### src/floyd_steinberg_dither_8color_top_defines.svh
// Assertion macros shared by the dither RTL.
// Each expects clk and rst in scope.
`ifndef FLOYD_STEINBERG_DITHER_8COLOR_TOP_DEFINES_SVH
`define FLOYD_STEINBERG_DITHER_8COLOR_TOP_DEFINES_SVH

// Condition in this cycle implies consequence in the next cycle.
`define FSD_ASSERT_NEXT(name, pre, post) \
  name: assert property (@(posedge clk) disable iff (rst) (pre) |=> (post)) \
    else $error("fsd: next-cycle check failed");

// Condition implies consequence in the same cycle.
`define FSD_ASSERT_NOW(name, pre, post) \
  name: assert property (@(posedge clk) disable iff (rst) (pre) |-> (post)) \
    else $error("fsd: same-cycle check failed");

`endif

### src/fsd_pkg.sv
package fsd_pkg;

  localparam int PIX_W      = 8;
  localparam int ERR_W      = 9;
  localparam int PACK_W     = 3 * ERR_W;
  localparam int WIDTH_W    = 12;
  localparam int HEIGHT_W   = 16;
  localparam int CFG_IDX_W  = 1;
  localparam int CFG_DATA_W = 16;

  localparam int DEF_MAX_WIDTH = 2048;

  localparam logic [WIDTH_W-1:0]  RESET_WIDTH  = 12'd640;
  localparam logic [HEIGHT_W-1:0] RESET_HEIGHT = 16'd480;

  // configuration register indexes
  localparam logic [CFG_IDX_W-1:0] REG_WIDTH  = 1'b0;
  localparam logic [CFG_IDX_W-1:0] REG_HEIGHT = 1'b1;

  // {red, green, blue} corner bits to palette index
  localparam logic [2:0] PAL_INDEX [8] = '{3'd0, 3'd3, 3'd2, 3'd6,
                                           3'd1, 3'd5, 3'd4, 3'd7};

  typedef struct packed {
    logic top;
    logic has_left;
    logic has_ur;
  } pos_t;

  typedef struct packed {
    logic use_ul;
    logic use_up;
    logic use_ur;
    logic use_lf;
  } chan_en_t;

endpackage

### src/fsd_chan.sv
module fsd_chan (
  input  logic [fsd_pkg::PIX_W-1:0]        pix,
  input  logic signed [fsd_pkg::ERR_W-1:0] ul,
  input  logic signed [fsd_pkg::ERR_W-1:0] up,
  input  logic signed [fsd_pkg::ERR_W-1:0] ur,
  input  logic signed [fsd_pkg::ERR_W-1:0] lf,
  input  fsd_pkg::chan_en_t                en,
  output logic                             hi,
  output logic signed [fsd_pkg::ERR_W-1:0] err
);

  import fsd_pkg::*;

  localparam logic [2:0] FAC_UL = 3'd1;
  localparam logic [2:0] FAC_UP = 3'd5;
  localparam logic [2:0] FAC_UR = 3'd3;
  localparam logic [2:0] FAC_LF = 3'd7;

  // v + (e * fac) / 16 rounded toward zero, clamped to 0..255
  function automatic logic [PIX_W-1:0] add_term(input logic [PIX_W-1:0] v,
                                                input logic signed [ERR_W-1:0] e,
                                                input logic [2:0] fac);
    logic signed [12:0] p;
    logic signed [12:0] q;
    logic signed [12:0] n;
    logic [PIX_W-1:0]   r;
    p = $signed({{4{e[ERR_W-1]}}, e}) * $signed({10'd0, fac});
    q = p[12] ? (p + 13'sd15) : p;
    n = $signed({5'd0, v}) + (q >>> 4);
    if (n[12]) begin
      r = '0;
    end else if (n > 13'sd255) begin
      r = '1;
    end else begin
      r = n[PIX_W-1:0];
    end
    return r;
  endfunction

  logic [PIX_W-1:0] v1, v2, v3, v4;

  always_comb begin
    v1 = en.use_ul ? add_term(pix, ul, FAC_UL) : pix;
    v2 = en.use_up ? add_term(v1, up, FAC_UP) : v1;
    v3 = en.use_ur ? add_term(v2, ur, FAC_UR) : v2;
    v4 = en.use_lf ? add_term(v3, lf, FAC_LF) : v3;
  end

  assign hi  = v4[PIX_W-1];
  assign err = $signed({1'b0, v4}) - (hi ? 9'sd255 : 9'sd0);

endmodule

### config.mk
export PLATFORM = sky130hd
export DESIGN_NAME = fsd_chan
export DESIGN_NICKNAME = d
export VERILOG_FILES = /design/src/floyd_steinberg_dither_8color_top_defines.svh /design/src/fsd_pkg.sv /design/src/fsd_chan.sv
export SDC_FILE = /design/constraint.sdc
export NUM_CORES = 1
export LEC_CHECK = 0
export ABC_AREA = 0
export BUFFER_PORTS_ARGS = -buffer_cell sky130_fd_sc_hd__clkbuf_2
export CAP_MARGIN = 15
export CELL_PAD_IN_SITES_DETAIL_PLACEMENT = 1
export CELL_PAD_IN_SITES_GLOBAL_PLACEMENT = 1
export CORE_UTILIZATION = 40
export DETAILED_ROUTE_END_ITERATION = 16
export PLACE_DENSITY_LB_ADDON = 0.1
export SLEW_MARGIN = 20
export SYNTH_ARGS = -nofsm -noshare
export SYNTH_HDL_FRONTEND = slang
export SYNTH_SLANG_ARGS = --single-unit
export TNS_END_PERCENT = 30
### constraint.sdc
create_clock -name vclk -period 16.53
set_input_delay 3.306 -clock vclk [all_inputs]
set_output_delay 3.306 -clock vclk [all_outputs]
set_load 0.01 [all_outputs]
# == Yosys cells after proc, flatten, opt, wreduce, memory -nomap -nowiden ==
# Cells that the tools add are included.
# word_totals
reg_bits,0
wordCells,33
# op_classes
n_addsub,9
multipliers,3
order_cmp,4
n_mux,17
# op_table
operator,n
$mux W8,13
$mux W13,4
$add A9 B9 Y10,4
$gt A10 B9 Y1 const B,4
$add A13 B5 Y13 const B,2
$mul A9 B4 Y13 const B,2
$add A12 B5 Y13 const B,1
$mul A9 B3 Y12 const B,1
$add A9 B5 Y10 const B,1
$sub A8 B8 Y9,1

# == Depth between registers and ports, before layout ==
# logic_depth
ltp_word,24
ltp_mapped,53
depth_no_buf,53

# == Worst setup path after synthesis ==
# No wires, ideal clock.
# synth_timing
path_type,in2out
from,input ul[0] in the netlist's numbering
to,output err[7] in the netlist's numbering
t_arrival_ps,14039
required_time_ps,13224
slack_ps,-815
path_stages,49
path_cell_list,or4_1 -> and3_1 -> xor2_1 -> fa_1 -> a211o_1 -> a21oi_1 -> nor2_1 -> a41o_1 -> or3_1 -> o21ai_0 -> nor2_1 -> ha_1 -> fa_1 -> a21oi_1 -> nor2_1 -> a2111oi_0 -> o21bai_1 -> a21oi_1 -> [13 not listed] -> a22o_1 -> ha_1 -> inv_1 -> fa_1 -> nor2_1 -> o21ai_0 -> a21oi_1 -> o41ai_1 -> mux2i_1 -> o21a_1 -> a221oi_1 -> ha_1 -> a21o_1 -> a21o_1 -> a21oi_1 -> o21bai_1 -> a21o_1 -> a21oi_1
# synth_via
elab_chain_len,24
# synth_rtl
item,line,source
"start, declared",fsd_chan.sv:3,"input logic signed [fsd_pkg::ERR_W-1:0] ul,"
$add A9 B5 Y10 (*),fsd_chan.sv:28,q = p[12] ? (p + 13'sd15) : p;
$mux W13 (*),fsd_chan.sv:28,
$add A9 B9 Y10 (*),fsd_chan.sv:29,"n = $signed({5'd0, v}) + (q >>> 4);"
$gt A10 B9 Y1,fsd_chan.sv:32,end else if (n > 13'sd255) begin
$mux W8,fsd_chan.sv:32,
$mux W8 (*),fsd_chan.sv:30,if (n[12]) begin
$mux W8 (*),fsd_chan.sv:43,"v1 = en.use_ul ? add_term(pix, ul, FAC_UL) : pix;"
$add A9 B9 Y10,fsd_chan.sv:29,
[8 not listed],-,
$mux W8 (*),fsd_chan.sv:45,"v3 = en.use_ur ? add_term(v2, ur, FAC_UR) : v2;"
$add A9 B9 Y10,fsd_chan.sv:29,
$gt A10 B9 Y1,fsd_chan.sv:32,
$mux W8,fsd_chan.sv:32,
$mux W8,fsd_chan.sv:30,
$mux W8 (*),fsd_chan.sv:46,"v4 = en.use_lf ? add_term(v3, lf, FAC_LF) : v3;"
$mux W8,fsd_chan.sv:50,"assign err = $signed({1'b0, v4}) - (hi ? 9'sd255 : 9'sd0);"
$sub A8 B8 Y9 (*),fsd_chan.sv:50,
"end, declared",fsd_chan.sv:9,output logic signed [fsd_pkg::ERR_W-1:0] err
# Mark *: on every way between the ends. The rest lies on a longest branch, timed or not.

# == Worst setup path in the final report ==
# layout_timing
from,input ul[1] in the netlist's numbering
to,output err[8] in the netlist's numbering
# Same word-level chain as after synthesis.

==> run summary <==
• 623 — synthesized instance count
• 41.53% — Initial Utilization
• 59.88 MHz — Max Freq
• 0.006216 mm^2 — post-route cell area
• 0 — number of antenna violations at the first check in global routing
• negative setup slack — violated checks
• 0 — GR Overflow Total
• true — setup repair after global routing missed its margin
• 0% — part of the Yosys area used for sequential elements
• ha_1 — largest area contributor in the netlist
• primary output — element type at the critical path end
• 0.9049 — Final Wtd Congestion
• 209 — DRC marker count from the first detailed-route iteration
• 16.66 um — wire per inst
• 58 — total of buffers placed on input and output ports
• 183.1 mW/mm^2 — power density relative to cell area
• 71 — number of unique standard cell types used by synthesis
• 58 — I/O pins
• 15240 um — Total Routed Length
• -0.1705 ns — worst setup slack after layout
• 108.6 um — Die W
• 38 — number of cell rows
• 144.7 uV — Max rail drop VDD
• 0 — number of hold-repair buffers added at the cts stage
• 101.0% — Period Utilization, post-route
• 16.70 ns — min Tclk post-route
• 0.01179 mm^2 — DIE AREA
• 0.7717 ns — Tightest Pin Transition
• 12 — maximum number of pins on one net before global-route repair
• 0 — Synth warnings
• ha_1 — most frequent cell after synthesis
• 23400 um — first-pass GRT wire length
• 33.55% — fraction of layout cells with a size suffix above 1
• 13.39 ns — worst endpoint data arrival time
• 23.97% — area share of the largest cell type after synthesis
• 0 — number of antenna diodes
• 0.01094 mm^2 — core outline area
• 4 — Setup violations, final
• 0.004712 mm^2 — Multi-input gate area
• 0.53 ns — Slowest Stage Delay on Critical Path
• 4 — detailed-router iteration count before antenna repair
• 887 — placed instance count
• 1394 — fill count
• 7.330 ns — worst hold margin
• 3.005 nW — Static Leak
• 13.22 ns — Worst EP required
• 6 — worst-path maximum fanout
• 0.005607 mm^2 — post-place instance area
• met2 — GRT Max-Usage Layer
• 772 — post-synth net total
• 108.6 um — Die Ht
• 0.9042% — met3 usage in global routing
• 0 — Post-route DRC
• 36.86% — Layout Area Growth over Synthesis
• 0 um^2 — flip-flop and latch area
• 23.92% — total routing usage reported by global routing
• 0 — number of max-cap violations
• 0 — final-layout clock buffer total
• 5.663 — ratio of routed vias to standard cells
• ha_1, nor2_1, inv_1 — most frequent cells after synthesis
• 5282 — number of global-route vias before repair
• finished with violations — result of the run
• 0 — Slew Limit Fails
• 28.72% — met1 capacity usage during global routing
• input port — Worst Setup Start Kind
• 0 — count of nets left with antenna violations after detail routing
• 7.290 um^2 — average size of a mapped cell
• 12210 um — HPWL after detailed placement
• 0 — final count of hold timing violations
• -0.7209 ns — worst slack, placed
• 5182 — overall via count from detail_route
• 48.16% — Worst slew margin
• or4_4 — crit path max-delay cell type
• 47.06% — met2 GRT Util
• input port to primary output — Worst Hold Class
• input port to primary output — crit path kind
• 0.004542 mm^2 — area of the mapped netlist
• a21oi_2 — Most common cell on crit path
• 915 — post-layout instance count excluding filler cells
• 56.84% — post-layout util
• 926 — post-layout net count
• ha_1, xnor2_1, nor2_1 — cells taking the most area after synthesis
• 0 — Seq Cell Count
[cells by family after synthesis]
logic type	share of synthesized area (%)
AO/OA/AOI/OAI	31.43
AND/OR/NAND/NOR	19.17
adder cells (fa/ha/maj)	30.14
buffers and inverters	6.446
XOR/XNOR	11.76
multiplexers	1.047
[area by class of cell]
class / count / area share [%]
inverter: 72 / 4.348
multi-input combinational: 545 / 75.81
tap: 140 / 2.818
timing repair buffer: 158 / 17.03
[stage by stage]
step | setup TNS, ns | total power, mW
3_5_place_dp | -3.424 | 0.9608
2_1_floorplan | 0 | 0.6127
3_3_place_gp | -0.7765 | 0.9245
6_report | -0.4711 | 1.138
4_1_cts | 0 | 1.035
5_1_grt | -2.735 | 1.233
[path summary, 6_finish.rpt]
kind | startpoint | to | slack (ns) | cells after the start
worst max-delay path | ul[1] | err[8] | -0.17 | 55
worst min-delay path | en[0] | err[1] | 7.33 | 5
[power breakdown]
group          internal [mW]  switching [mW]  total, mW  leakage [nW]
Sequential                 0               0          0             0
Clock                      0               0          0             0
Combinational          0.557           0.581       1.14          3.01
[placed cells by master, fill, tap and decap left out, drive strengths merged, types with 3 or more instances in the layout]
cell type,count
nand2b,6
buf,107
o31a,6
o31ai,3
o21a,15
and2,4
a22o,7
xor2,20
a22oi,4
or4,3
o2bb2ai,3
a21oi,39
nor3,12
o21bai,6
nor2b,7
inv,72
nand4,4
fa,14
o221ai,4
or3,5
a311oi,4
o21ai,41
xnor2,41
nor4,4
nand2,26
nor2,76
mux2i,4
o32ai,3
nand3,14
o22ai,7
and3,6
or2,8
a21o,15
o211ai,5
ha,87
a31oi,5
clkbuf,51
a211oi,6
[what timing repair did]
| action | in CTS | in global routing |
|---|---|---|
| endpoints found under the setup margin | 7 | 8 |
| resized for setup | 41 | 59 |
| pin swaps | 31 | 49 |
| buffers inserted | 13 | 15 |
[critical path: cells and delay by family]
kind / cells / cell delay [ns]
AO/OA/AOI/OAI: 26 / 4.83
XOR/XNOR: 1 / 0.08
adder cells (fa/ha/maj): 6 / 1.81
buffers and inverters: 9 / 1.01
multiplexers: 1 / 0.14
AND/OR/NAND/NOR: 12 / 2.19
[metal layers]
metal | share of wire (%) | vias to the layer above
met5 | 0 | -
met4 | 1.2 | 0
met3 | 2.0 | 20
met2 | 54 | 72
met1 | 43 | 2512
li1 | - | 2578
(Power assumes the default switching activity.)
