$ cat src/floyd_steinberg_dither_8color_top_defines.svh
// Assertion macros shared by the dither RTL.
// Each expects clk and rst in scope.
`ifndef FLOYD_STEINBERG_DITHER_8COLOR_TOP_DEFINES_SVH
`define FLOYD_STEINBERG_DITHER_8COLOR_TOP_DEFINES_SVH

// Condition in this cycle implies consequence in the next cycle.
`define FSD_ASSERT_NEXT(name, pre, post) \
  name: assert property (@(posedge clk) disable iff (rst) (pre) |=> (post)) \
    else $error("fsd: next-cycle check failed");

// Condition implies consequence in the same cycle.
`define FSD_ASSERT_NOW(name, pre, post) \
  name: assert property (@(posedge clk) disable iff (rst) (pre) |-> (post)) \
    else $error("fsd: same-cycle check failed");

`endif

$ cat src/fsd_pkg.sv
package fsd_pkg;

  localparam int PIX_W      = 8;
  localparam int ERR_W      = 9;
  localparam int PACK_W     = 3 * ERR_W;
  localparam int WIDTH_W    = 12;
  localparam int HEIGHT_W   = 16;
  localparam int CFG_IDX_W  = 1;
  localparam int CFG_DATA_W = 16;

  localparam int DEF_MAX_WIDTH = 2048;

  localparam logic [WIDTH_W-1:0]  RESET_WIDTH  = 12'd640;
  localparam logic [HEIGHT_W-1:0] RESET_HEIGHT = 16'd480;

  // configuration register indexes
  localparam logic [CFG_IDX_W-1:0] REG_WIDTH  = 1'b0;
  localparam logic [CFG_IDX_W-1:0] REG_HEIGHT = 1'b1;

  // {red, green, blue} corner bits to palette index
  localparam logic [2:0] PAL_INDEX [8] = '{3'd0, 3'd3, 3'd2, 3'd6,
                                           3'd1, 3'd5, 3'd4, 3'd7};

  typedef struct packed {
    logic top;
    logic has_left;
    logic has_ur;
  } pos_t;

  typedef struct packed {
    logic use_ul;
    logic use_up;
    logic use_ur;
    logic use_lf;
  } chan_en_t;

endpackage

$ cat src/fsd_ctrl.sv
`include "floyd_steinberg_dither_8color_top_defines.svh"

module fsd_ctrl #(
  parameter int MAX_WIDTH = fsd_pkg::DEF_MAX_WIDTH
) (
  input  logic                            clk,
  input  logic                            rst,
  input  logic                            cfg_we,
  input  logic [fsd_pkg::CFG_IDX_W-1:0]   cfg_index,
  input  logic [fsd_pkg::CFG_DATA_W-1:0]  cfg_data,
  input  logic                            step,
  output fsd_pkg::pos_t                   pos,
  output logic [$clog2(MAX_WIDTH)-1:0]    x,
  output logic [$clog2(MAX_WIDTH)-1:0]    raddr
);

  import fsd_pkg::*;

  localparam int COL_W = $clog2(MAX_WIDTH);
  localparam int CMP_W = (COL_W + 1 > WIDTH_W) ? COL_W + 1 : WIDTH_W;

  logic [WIDTH_W-1:0]  image_width, image_width_next;
  logic [HEIGHT_W-1:0] image_height, image_height_next;
  logic [COL_W-1:0]    col, col_next;
  logic [HEIGHT_W-1:0] row, row_next;

  logic [CMP_W-1:0]    w_cur, w_nx, x1, xn, rd;
  logic [HEIGHT_W-1:0] h_cur, y, row_after;
  logic [HEIGHT_W:0]   row_inc, row_adv;
  logic                col_wrap;

  function automatic logic [CMP_W-1:0] eff_width(input logic [WIDTH_W-1:0] w);
    logic [CMP_W-1:0] e;
    e = CMP_W'(w);
    if (e == '0) begin
      e = CMP_W'(1);
    end else if (e > CMP_W'(MAX_WIDTH)) begin
      e = CMP_W'(MAX_WIDTH);
    end
    return e;
  endfunction

  always_comb begin
    w_cur    = eff_width(image_width);
    h_cur    = (image_height == '0) ? HEIGHT_W'(1) : image_height;
    // a column past the width starts the next row
    col_wrap = CMP_W'(col) >= w_cur;
    x        = col_wrap ? '0 : col;
    row_inc  = {1'b0, row} + (HEIGHT_W + 1)'(col_wrap);
    y        = (row_inc >= {1'b0, h_cur}) ? '0 : row_inc[HEIGHT_W-1:0];
    x1       = CMP_W'(x) + CMP_W'(1);
    row_adv  = {1'b0, y} + (HEIGHT_W + 1)'(1);
    row_after = (row_adv >= {1'b0, h_cur}) ? '0 : row_adv[HEIGHT_W-1:0];

    pos.top      = (y != '0);
    pos.has_left = (x != '0);
    pos.has_ur   = pos.top && (x1 < w_cur);

    col_next = col;
    row_next = row;
    if (step) begin
      if (x1 >= w_cur) begin
        col_next = '0;
        row_next = row_after;
      end else begin
        col_next = x1[COL_W-1:0];
        row_next = y;
      end
    end

    image_width_next  = image_width;
    image_height_next = image_height;
    if (cfg_we) begin
      case (cfg_index)
        REG_WIDTH:  image_width_next  = cfg_data[WIDTH_W-1:0];
        REG_HEIGHT: image_height_next = cfg_data[HEIGHT_W-1:0];
        default: ;
      endcase
    end

    // prefetch the upper-right entry of the next pixel
    w_nx  = eff_width(image_width_next);
    xn    = (CMP_W'(col_next) >= w_nx) ? '0 : CMP_W'(col_next);
    rd    = xn + CMP_W'(1);
    raddr = rd[COL_W-1:0];
  end

  always_ff @(posedge clk) begin
    if (rst) begin
      image_width  <= RESET_WIDTH;
      image_height <= RESET_HEIGHT;
      col          <= '0;
      row          <= '0;
    end else begin
      image_width  <= image_width_next;
      image_height <= image_height_next;
      col          <= col_next;
      row          <= row_next;
    end
  end

  `FSD_ASSERT_NEXT(a_col_in_row, step && !cfg_we, CMP_W'(col) < w_cur)
  `FSD_ASSERT_NEXT(a_row_in_frame, step && !cfg_we, row < h_cur)
  `FSD_ASSERT_NOW(a_reset_origin, $past(rst), col == '0 && row == '0)

endmodule

$ cat config.mk
export PLATFORM = sky130hd
export DESIGN_NAME = fsd_ctrl
export DESIGN_NICKNAME = d
export VERILOG_FILES = /design/src/fsd_pkg.sv /design/src/fsd_ctrl.sv
export VERILOG_INCLUDE_DIRS = /design/src /design/src/src
export SDC_FILE = /design/constraint.sdc
export NUM_CORES = 1
export LEC_CHECK = 0
export BUFFER_PORTS_ARGS = -buffer_cell sky130_fd_sc_hd__buf_2
export CORE_ASPECT_RATIO = 0.9
export CORE_UTILIZATION = 40
export DETAILED_ROUTE_END_ITERATION = 7
export PLACE_DENSITY = 0.69
export RECOVER_POWER = 25
export SYNTH_ARGS = -nofsm -noshare
export SYNTH_HDL_FRONTEND = slang
export SYNTH_SLANG_ARGS = --single-unit
$ cat constraint.sdc
create_clock -name clk -period 14 [get_ports clk]
set_clock_uncertainty 0.2 [all_clocks]
set_input_delay 1.4 -clock clk [delete_from_list [all_inputs] [get_ports clk]]
set_output_delay 1.4 -clock clk [all_outputs]
set_load 0.05 [all_outputs]
Word-level counts from Yosys, hierarchy flattened:

Cells that the tools add are included.
Widths: inputs -> output; s select.

* shift operators: 0
* divide/modulo/power cells: 0
* $lt $le $gt $ge: 8
* reduce and logical (&&, ||, !) cells: 7
* eq/ne operators: 0
* multiplexer cells: 14
* $add $sub $neg: 4
* bitwise operators: 0
* multipliers: 0

Operators with widths (count)
* $mux 12: 6
* $mux 16: 4
* $mux 11: 4
* $ge 17x16->1: 2
* $ge 11x12->1: 2
* $gt 12x12->1 const B: 2
* $logic_not 12->1: 2
* $add 16x1->17: 1
* $add 16x1->17 const B: 1
* $logic_not 16->1: 1
* $reduce_bool 16->1: 1
* $add 11x1->12 const B: 1
* $ge 12x12->1: 1
* $lt 12x12->1: 1
* $add 11x1->11 const B: 1
* $reduce_bool 11->1: 1
* $reduce_and 2->1: 1
* $logic_and 1x1->1: 1

* bits in latches: 0
* register bits: 55
* memory bits (writable): 0
* logic and storage cells: 37
* input port bits: 21
* ROM bits: 0
* memories kept: 0

Longest topological paths before layout:

* depth in word-level cells: 12
* gate-level depth with buffers: 44

Worst setup path before layout:

No wires, ideal clock.

* path type: flip-flop to output port
* start: register image_width[11]
* end: output port raddr[6]
* buffers on the path: 4
* cell stages (with the launch flop): 40
* path slack: 4151 ps
* arrival: 8249 ps
* data required time: 12400 ps
* cells stage by stage: dfxtp_1 inv_1 clkbuf_1 nand2_1 ha_1 a2111oi_0 o21ai_0 a21oi_1 or2_1 clkbuf_1 nand2_1 inv_1 ha_1 nand3_1 or2_2 nor2_1 and3_1 xnor2_1 [4 not listed] buf_2 nor3_1 a221oi_1 inv_1 ha_1 a211oi_1 nand2_1 a31oi_1 o21a_1 o22ai_1 clkbuf_1 or2_2 inv_1 ha_1 nand2b_1 nor4_2 nand2_1 xnor2_1

* longest elaborated chain between the ends: 12

Ends and longest elaborated chain
* from (decl): RTL line fsd_ctrl.sv:22 `logic [WIDTH_W-1:0] image_width, image_width_next;`
* from (signal assigned): RTL line fsd_ctrl.sv:95 `image_width <= image_width_next;`
* $gt 12x12->1: RTL line fsd_ctrl.sv:37 `end else if (e > CMP_W'(MAX_WIDTH)) begin`
* $mux 12: RTL line fsd_ctrl.sv:37
* $mux 12 (*): RTL line fsd_ctrl.sv:35 `if (e == '0) begin`
* $ge 11x12->1 (*): RTL line fsd_ctrl.sv:47 `col_wrap = CMP_W'(col) >= w_cur;`
* $mux 11 (*): RTL line fsd_ctrl.sv:48 `x = col_wrap ? '0 : col;`
* via x[0]: RTL line fsd_ctrl.sv:13 `output logic [$clog2(MAX_WIDTH)-1:0] x,`
* $add 11x1->12 (*): RTL line fsd_ctrl.sv:51 `x1 = CMP_W'(x) + CMP_W'(1);`
* $ge 12x12->1: RTL line fsd_ctrl.sv:62 `if (x1 >= w_cur) begin`
* $mux 11 (*): RTL line fsd_ctrl.sv:62
* $mux 11 (*): RTL line fsd_ctrl.sv:61 `if (step) begin`
* via col_next[6]: RTL line fsd_ctrl.sv:24 `logic [COL_W-1:0] col, col_next;`
* $ge 11x12->1: RTL line fsd_ctrl.sv:83 `xn = (CMP_W'(col_next) >= w_nx) ? '0 : CMP_W'(col_next);`
* $mux 11 (*): RTL line fsd_ctrl.sv:83
* $add 11x1->11 (*): RTL line fsd_ctrl.sv:84 `rd = xn + CMP_W'(1);`
* to (decl): RTL line fsd_ctrl.sv:14 `output logic [$clog2(MAX_WIDTH)-1:0] raddr`

The timed path passes the listed nets; every way through them passes the cells marked *.

Worst setup path after layout:

* start: register image_width[11]
* end: output port raddr[10]

* longest elaborated chain between the ends: 12

Ends and longest elaborated chain (RTL line)
* $gt 12x12->1: fsd_ctrl.sv:37
* $mux 12: fsd_ctrl.sv:37
* $mux 12 (*): fsd_ctrl.sv:35
* $ge 11x12->1: fsd_ctrl.sv:47
* $mux 11: fsd_ctrl.sv:48
* $add 11x1->12: fsd_ctrl.sv:51
* $ge 12x12->1: fsd_ctrl.sv:62
* $mux 11 (*): fsd_ctrl.sv:62
* $mux 11 (*): fsd_ctrl.sv:61
* via col_next[3]: fsd_ctrl.sv:24
* $ge 11x12->1: fsd_ctrl.sv:83
* $mux 11 (*): fsd_ctrl.sv:83
* $add 11x1->11 (*): fsd_ctrl.sv:84

Marks and branches as above.

==> flow_summary.json <==
{
  "first_pass_iters": 8,
  "drv_slew": 56,
  "max_stage_delay_ns": 0.90,
  "io_pins": 46,
  "power.density_nw_per_um2": 73.49,
  "hold_violations": 0,
  "setup_violations": 0,
  "synth_edf_count": 0,
  "required_ns": 12.40,
  "num_vias": 5132,
  "crit_fanout": 15,
  "fin_nets": 839,
  "die_w_um": 124.9,
  "rr_worst_depth": 39,
  "yosys_warnings": 0,
  "hold_path.class": "reg -> reg",
  "critPathKind": "reg -> out",
  "drt_first_iter_violations": 318,
  "intPower_mw": 0.2758,
  "reg2reg_slack_ns": 4.24,
  "power_frac_comb_pct": 29.7,
  "p_leak_nw": 2.785,
  "dp_cells": 906,
  "end_kind": "output pin",
  "grt_pass1_wl_mm": 23.58,
  "grt-ovfl-total": 0,
  "wirelength_mm": 14.39,
  "dp_hpwl_mm": 11.04,
  "synth.distinct_cells": 65,
  "path_common_cell": "ha_1",
  "min_path_cells": 2,
  "grt_pass1_vias": 4551,
  "n_antenna_cell": 0,
  "syn-num-nets": 825,
  "hold_buffers": 0,
  "swShare_pct": 35.84,
  "p_clk_share_pct": 30.4,
  "fin_setup_tns_ns": 0,
  "power_mw": 0.4299,
  "drive_gt1_share_pct": 10.72,
  "cp_slowest_cell": "a221oi_1",
  "wl_per_cell_um": 15.75,
  "antenna_left": 0,
  "drcViolationCount": 3,
  "p_switching_mw": 0.1541,
  "arrival_ns": 9.39,
  "max_freq_ghz": 0.09096,
  "cts_buffers": 5,
  "ir_drop_v": 0.00005631,
  "antenna_found_initial": 0,
  "ys_seq_area_share_pct": 20.26,
  "ctsResizeCount": 0,
  "rsz0062_at_grt": "no",
  "path_clk_slew_ns": 0.08,
  "num_rows": 40,
  "cts_buffer_depth": 2,
  "cts_sinks": 55,
  "ys_seq_elements": 55,
  "htreeDepth": 2,
  "synth_area_per_cell_um2": 7.435,
  "worstHoldStart": "image_height[0]$_SDFFE_PP0P_",
  "viasPerCell": 5.615,
  "cts_root_buf": "clkbuf_16",
  "status": "complete, but fails checks",
  "core_area_um2": 13310,
  "min_to": "image_height[0]$_SDFFE_PP0P_",
  "start_kind": "flip-flop",
  "layout.cells.non_filler": 914,
  "synth_flop_cell": "dfxtp_1",
  "crit_cells": 34,
  "grt_start_max_net_pins": 56,
  "post-route-period-util_pct": 78.53,
  "crit_buf_inv": 5,
  "postSynth.asyncResetShare_pct": 0,
  "cts_tree": "done",
  "timing.rr.start": "image_width[9]$_SDFF_PP1_",
  "grt_use_total_pct": 20.92,
  "tightest_slew_ns": 2.543,
  "r2r_end": "row[5]$_SDFFE_PP0P_",
  "post_cts_buffers": 0,
  "worstSkewPairLatency_ns": 0.31,
  "initial_core_util_pct": 40.83,
  "io_buffers": 45,
  "seqPwrFrac_pct": 39.9,
  "synth_cells": 731,
  "maxCapViolCount": 1,
  "min_period_ns": 10.99,
  "critical_path.top_delay_family": "compound AO/OA/AOI/OAI gates",
  "die_h_um": 112.6,
  "areaGrowthSynthToFinish_pct": 7.620,
  "synth.cell_area_um2": 5435,
  "violations": "design-rule violations, max-capacitance violations, max-slew violations",
  "design.die.area_um2": 14060,
  "maxSlewHeadroom_pct": -69.52,
  "gp_congestion": 0.8918
}
==> power by group through the flow <==
| stage | Clock (mW) | Sequential (mW) | Combinational (mW) |
|---|---|---|---|
| 2_1_floorplan | 0 | 0.172 | 0.0967 |
| 3_3_place_gp | 0 | 0.175 | 0.125 |
| 3_5_place_dp | 0 | 0.175 | 0.126 |
| 4_1_cts | 0.133 | 0.171 | 0.127 |
| 5_1_grt | 0.140 | 0.173 | 0.142 |
| 6_report | 0.131 | 0.171 | 0.128 |
==> worst register-to-register path: cells and delay by family (launching register included) <==
family / cells / cell delay [ns]
xor+xnor: 2 / 0.46
fa+ha+maj: 6 / 1.56
compound gates: 14 / 3.32
flops: 1 / 0.33
buf+inv: 3 / 0.63
simple gates: 14 / 3.13
==> cells in the final DEF, fill, tap and decap left out, drive strengths merged, types with 11 or more instances in the layout <==
cell type	netlist	routed
xor2	15	15
and3	15	15
buf	11	45
a211oi	12	12
nand4	13	13
ha	73	73
inv	49	49
nor3	25	25
or2	14	14
o21ai	20	20
a21o	17	17
nand2b	11	11
a21oi	42	42
nor2	82	82
xnor2	25	25
nand2	85	85
dfxtp	55	55
nor4	11	11
nand3	23	23
==> cell usage after synthesis, types with 6 or more instances <==
cell / n / area [um2]
a211oi_1: 11 / 82.58
a21o_1: 17 / 127.6
a21oi_1: 42 / 210.2
a221oi_1: 9 / 78.83
and2_1: 10 / 62.56
and3_1: 15 / 93.84
clkbuf_1: 28 / 105.1
dfxtp_1: 55 / 1101
ha_1: 73 / 913.4
inv_1: 48 / 180.2
mux2i_1: 10 / 100.1
nand2_1: 85 / 319.1
nand2b_1: 11 / 68.82
nand3_1: 23 / 115.1
nand3b_1: 6 / 45.04
nand4_1: 13 / 81.33
nor2_1: 82 / 307.8
nor2b_1: 10 / 62.56
nor3_1: 22 / 110.1
nor4_1: 9 / 56.30
o21a_1: 7 / 52.55
o21ai_0: 19 / 95.09
or2_2: 13 / 81.33
xnor2_1: 25 / 219.0
xor2_1: 15 / 131.4
==> flip-flops by register name, summed over array words and instances, names as in the netlist <==
name          cells
image_height     16
row              16
image_width      12
col              11
==> metal layers <==
layer  GRT usage [%]  up-vias  wire, um
met3           2.908        8       780
met5               0        -         0
li1                -     2610         -
met1           31.23     2376      7529
met2           31.72      138      5963
met4           4.390        0       121
==> stage by stage <==
step           cell area [um2]  hold slack [ns]  setup slack [ns]  util (%)
6_report                  5849           0.2661             3.006     43.94
5_1_grt                   5849           0.3036             2.189     43.94
4_1_cts                   5851           0.2702             3.198     43.95
3_5_place_dp              5704           0.2596             3.561     42.85
3_3_place_gp              5704           0.2589             3.858     42.85
2_1_floorplan             5435           0.2364             4.151         -
==> worst max path at each step <==
stage                                     startpoint   endpoint  slack [ns]
after floorplan           image_width[11]$_SDFF_PP0_   raddr[6]        4.15
after global placement    image_width[11]$_SDFF_PP0_  raddr[10]        3.86
after detailed placement   image_width[9]$_SDFF_PP1_  raddr[10]        3.56
after CTS                 image_width[11]$_SDFF_PP0_  raddr[10]        3.20
after global routing      image_width[11]$_SDFF_PP0_  raddr[10]        2.19
final                     image_width[11]$_SDFF_PP0_  raddr[10]        3.01
==> layout make-up <==
class                           count  area (um2)
Tap cell                          168       210.2
Multi-Input combinational cell    588        3976
Timing Repair Buffer               46       231.5
Clock inverter                      2       17.52
Fill cell                        1363        7463
Sequential cell                    55        1101
Clock buffer                        6       128.9
Inverter                           49       183.9
==> kinds of logic after synthesis <==
group | share of synthesized area, %
DFF | 20.26
AOI/OAI and AO/OA | 18.42
adders and majority gates | 16.80
and+or+nand+nor | 29.44
xor gates and xnor gates | 6.446
buffers and inverters | 6.584
muxes | 2.049
(Power assumes the default switching activity.)
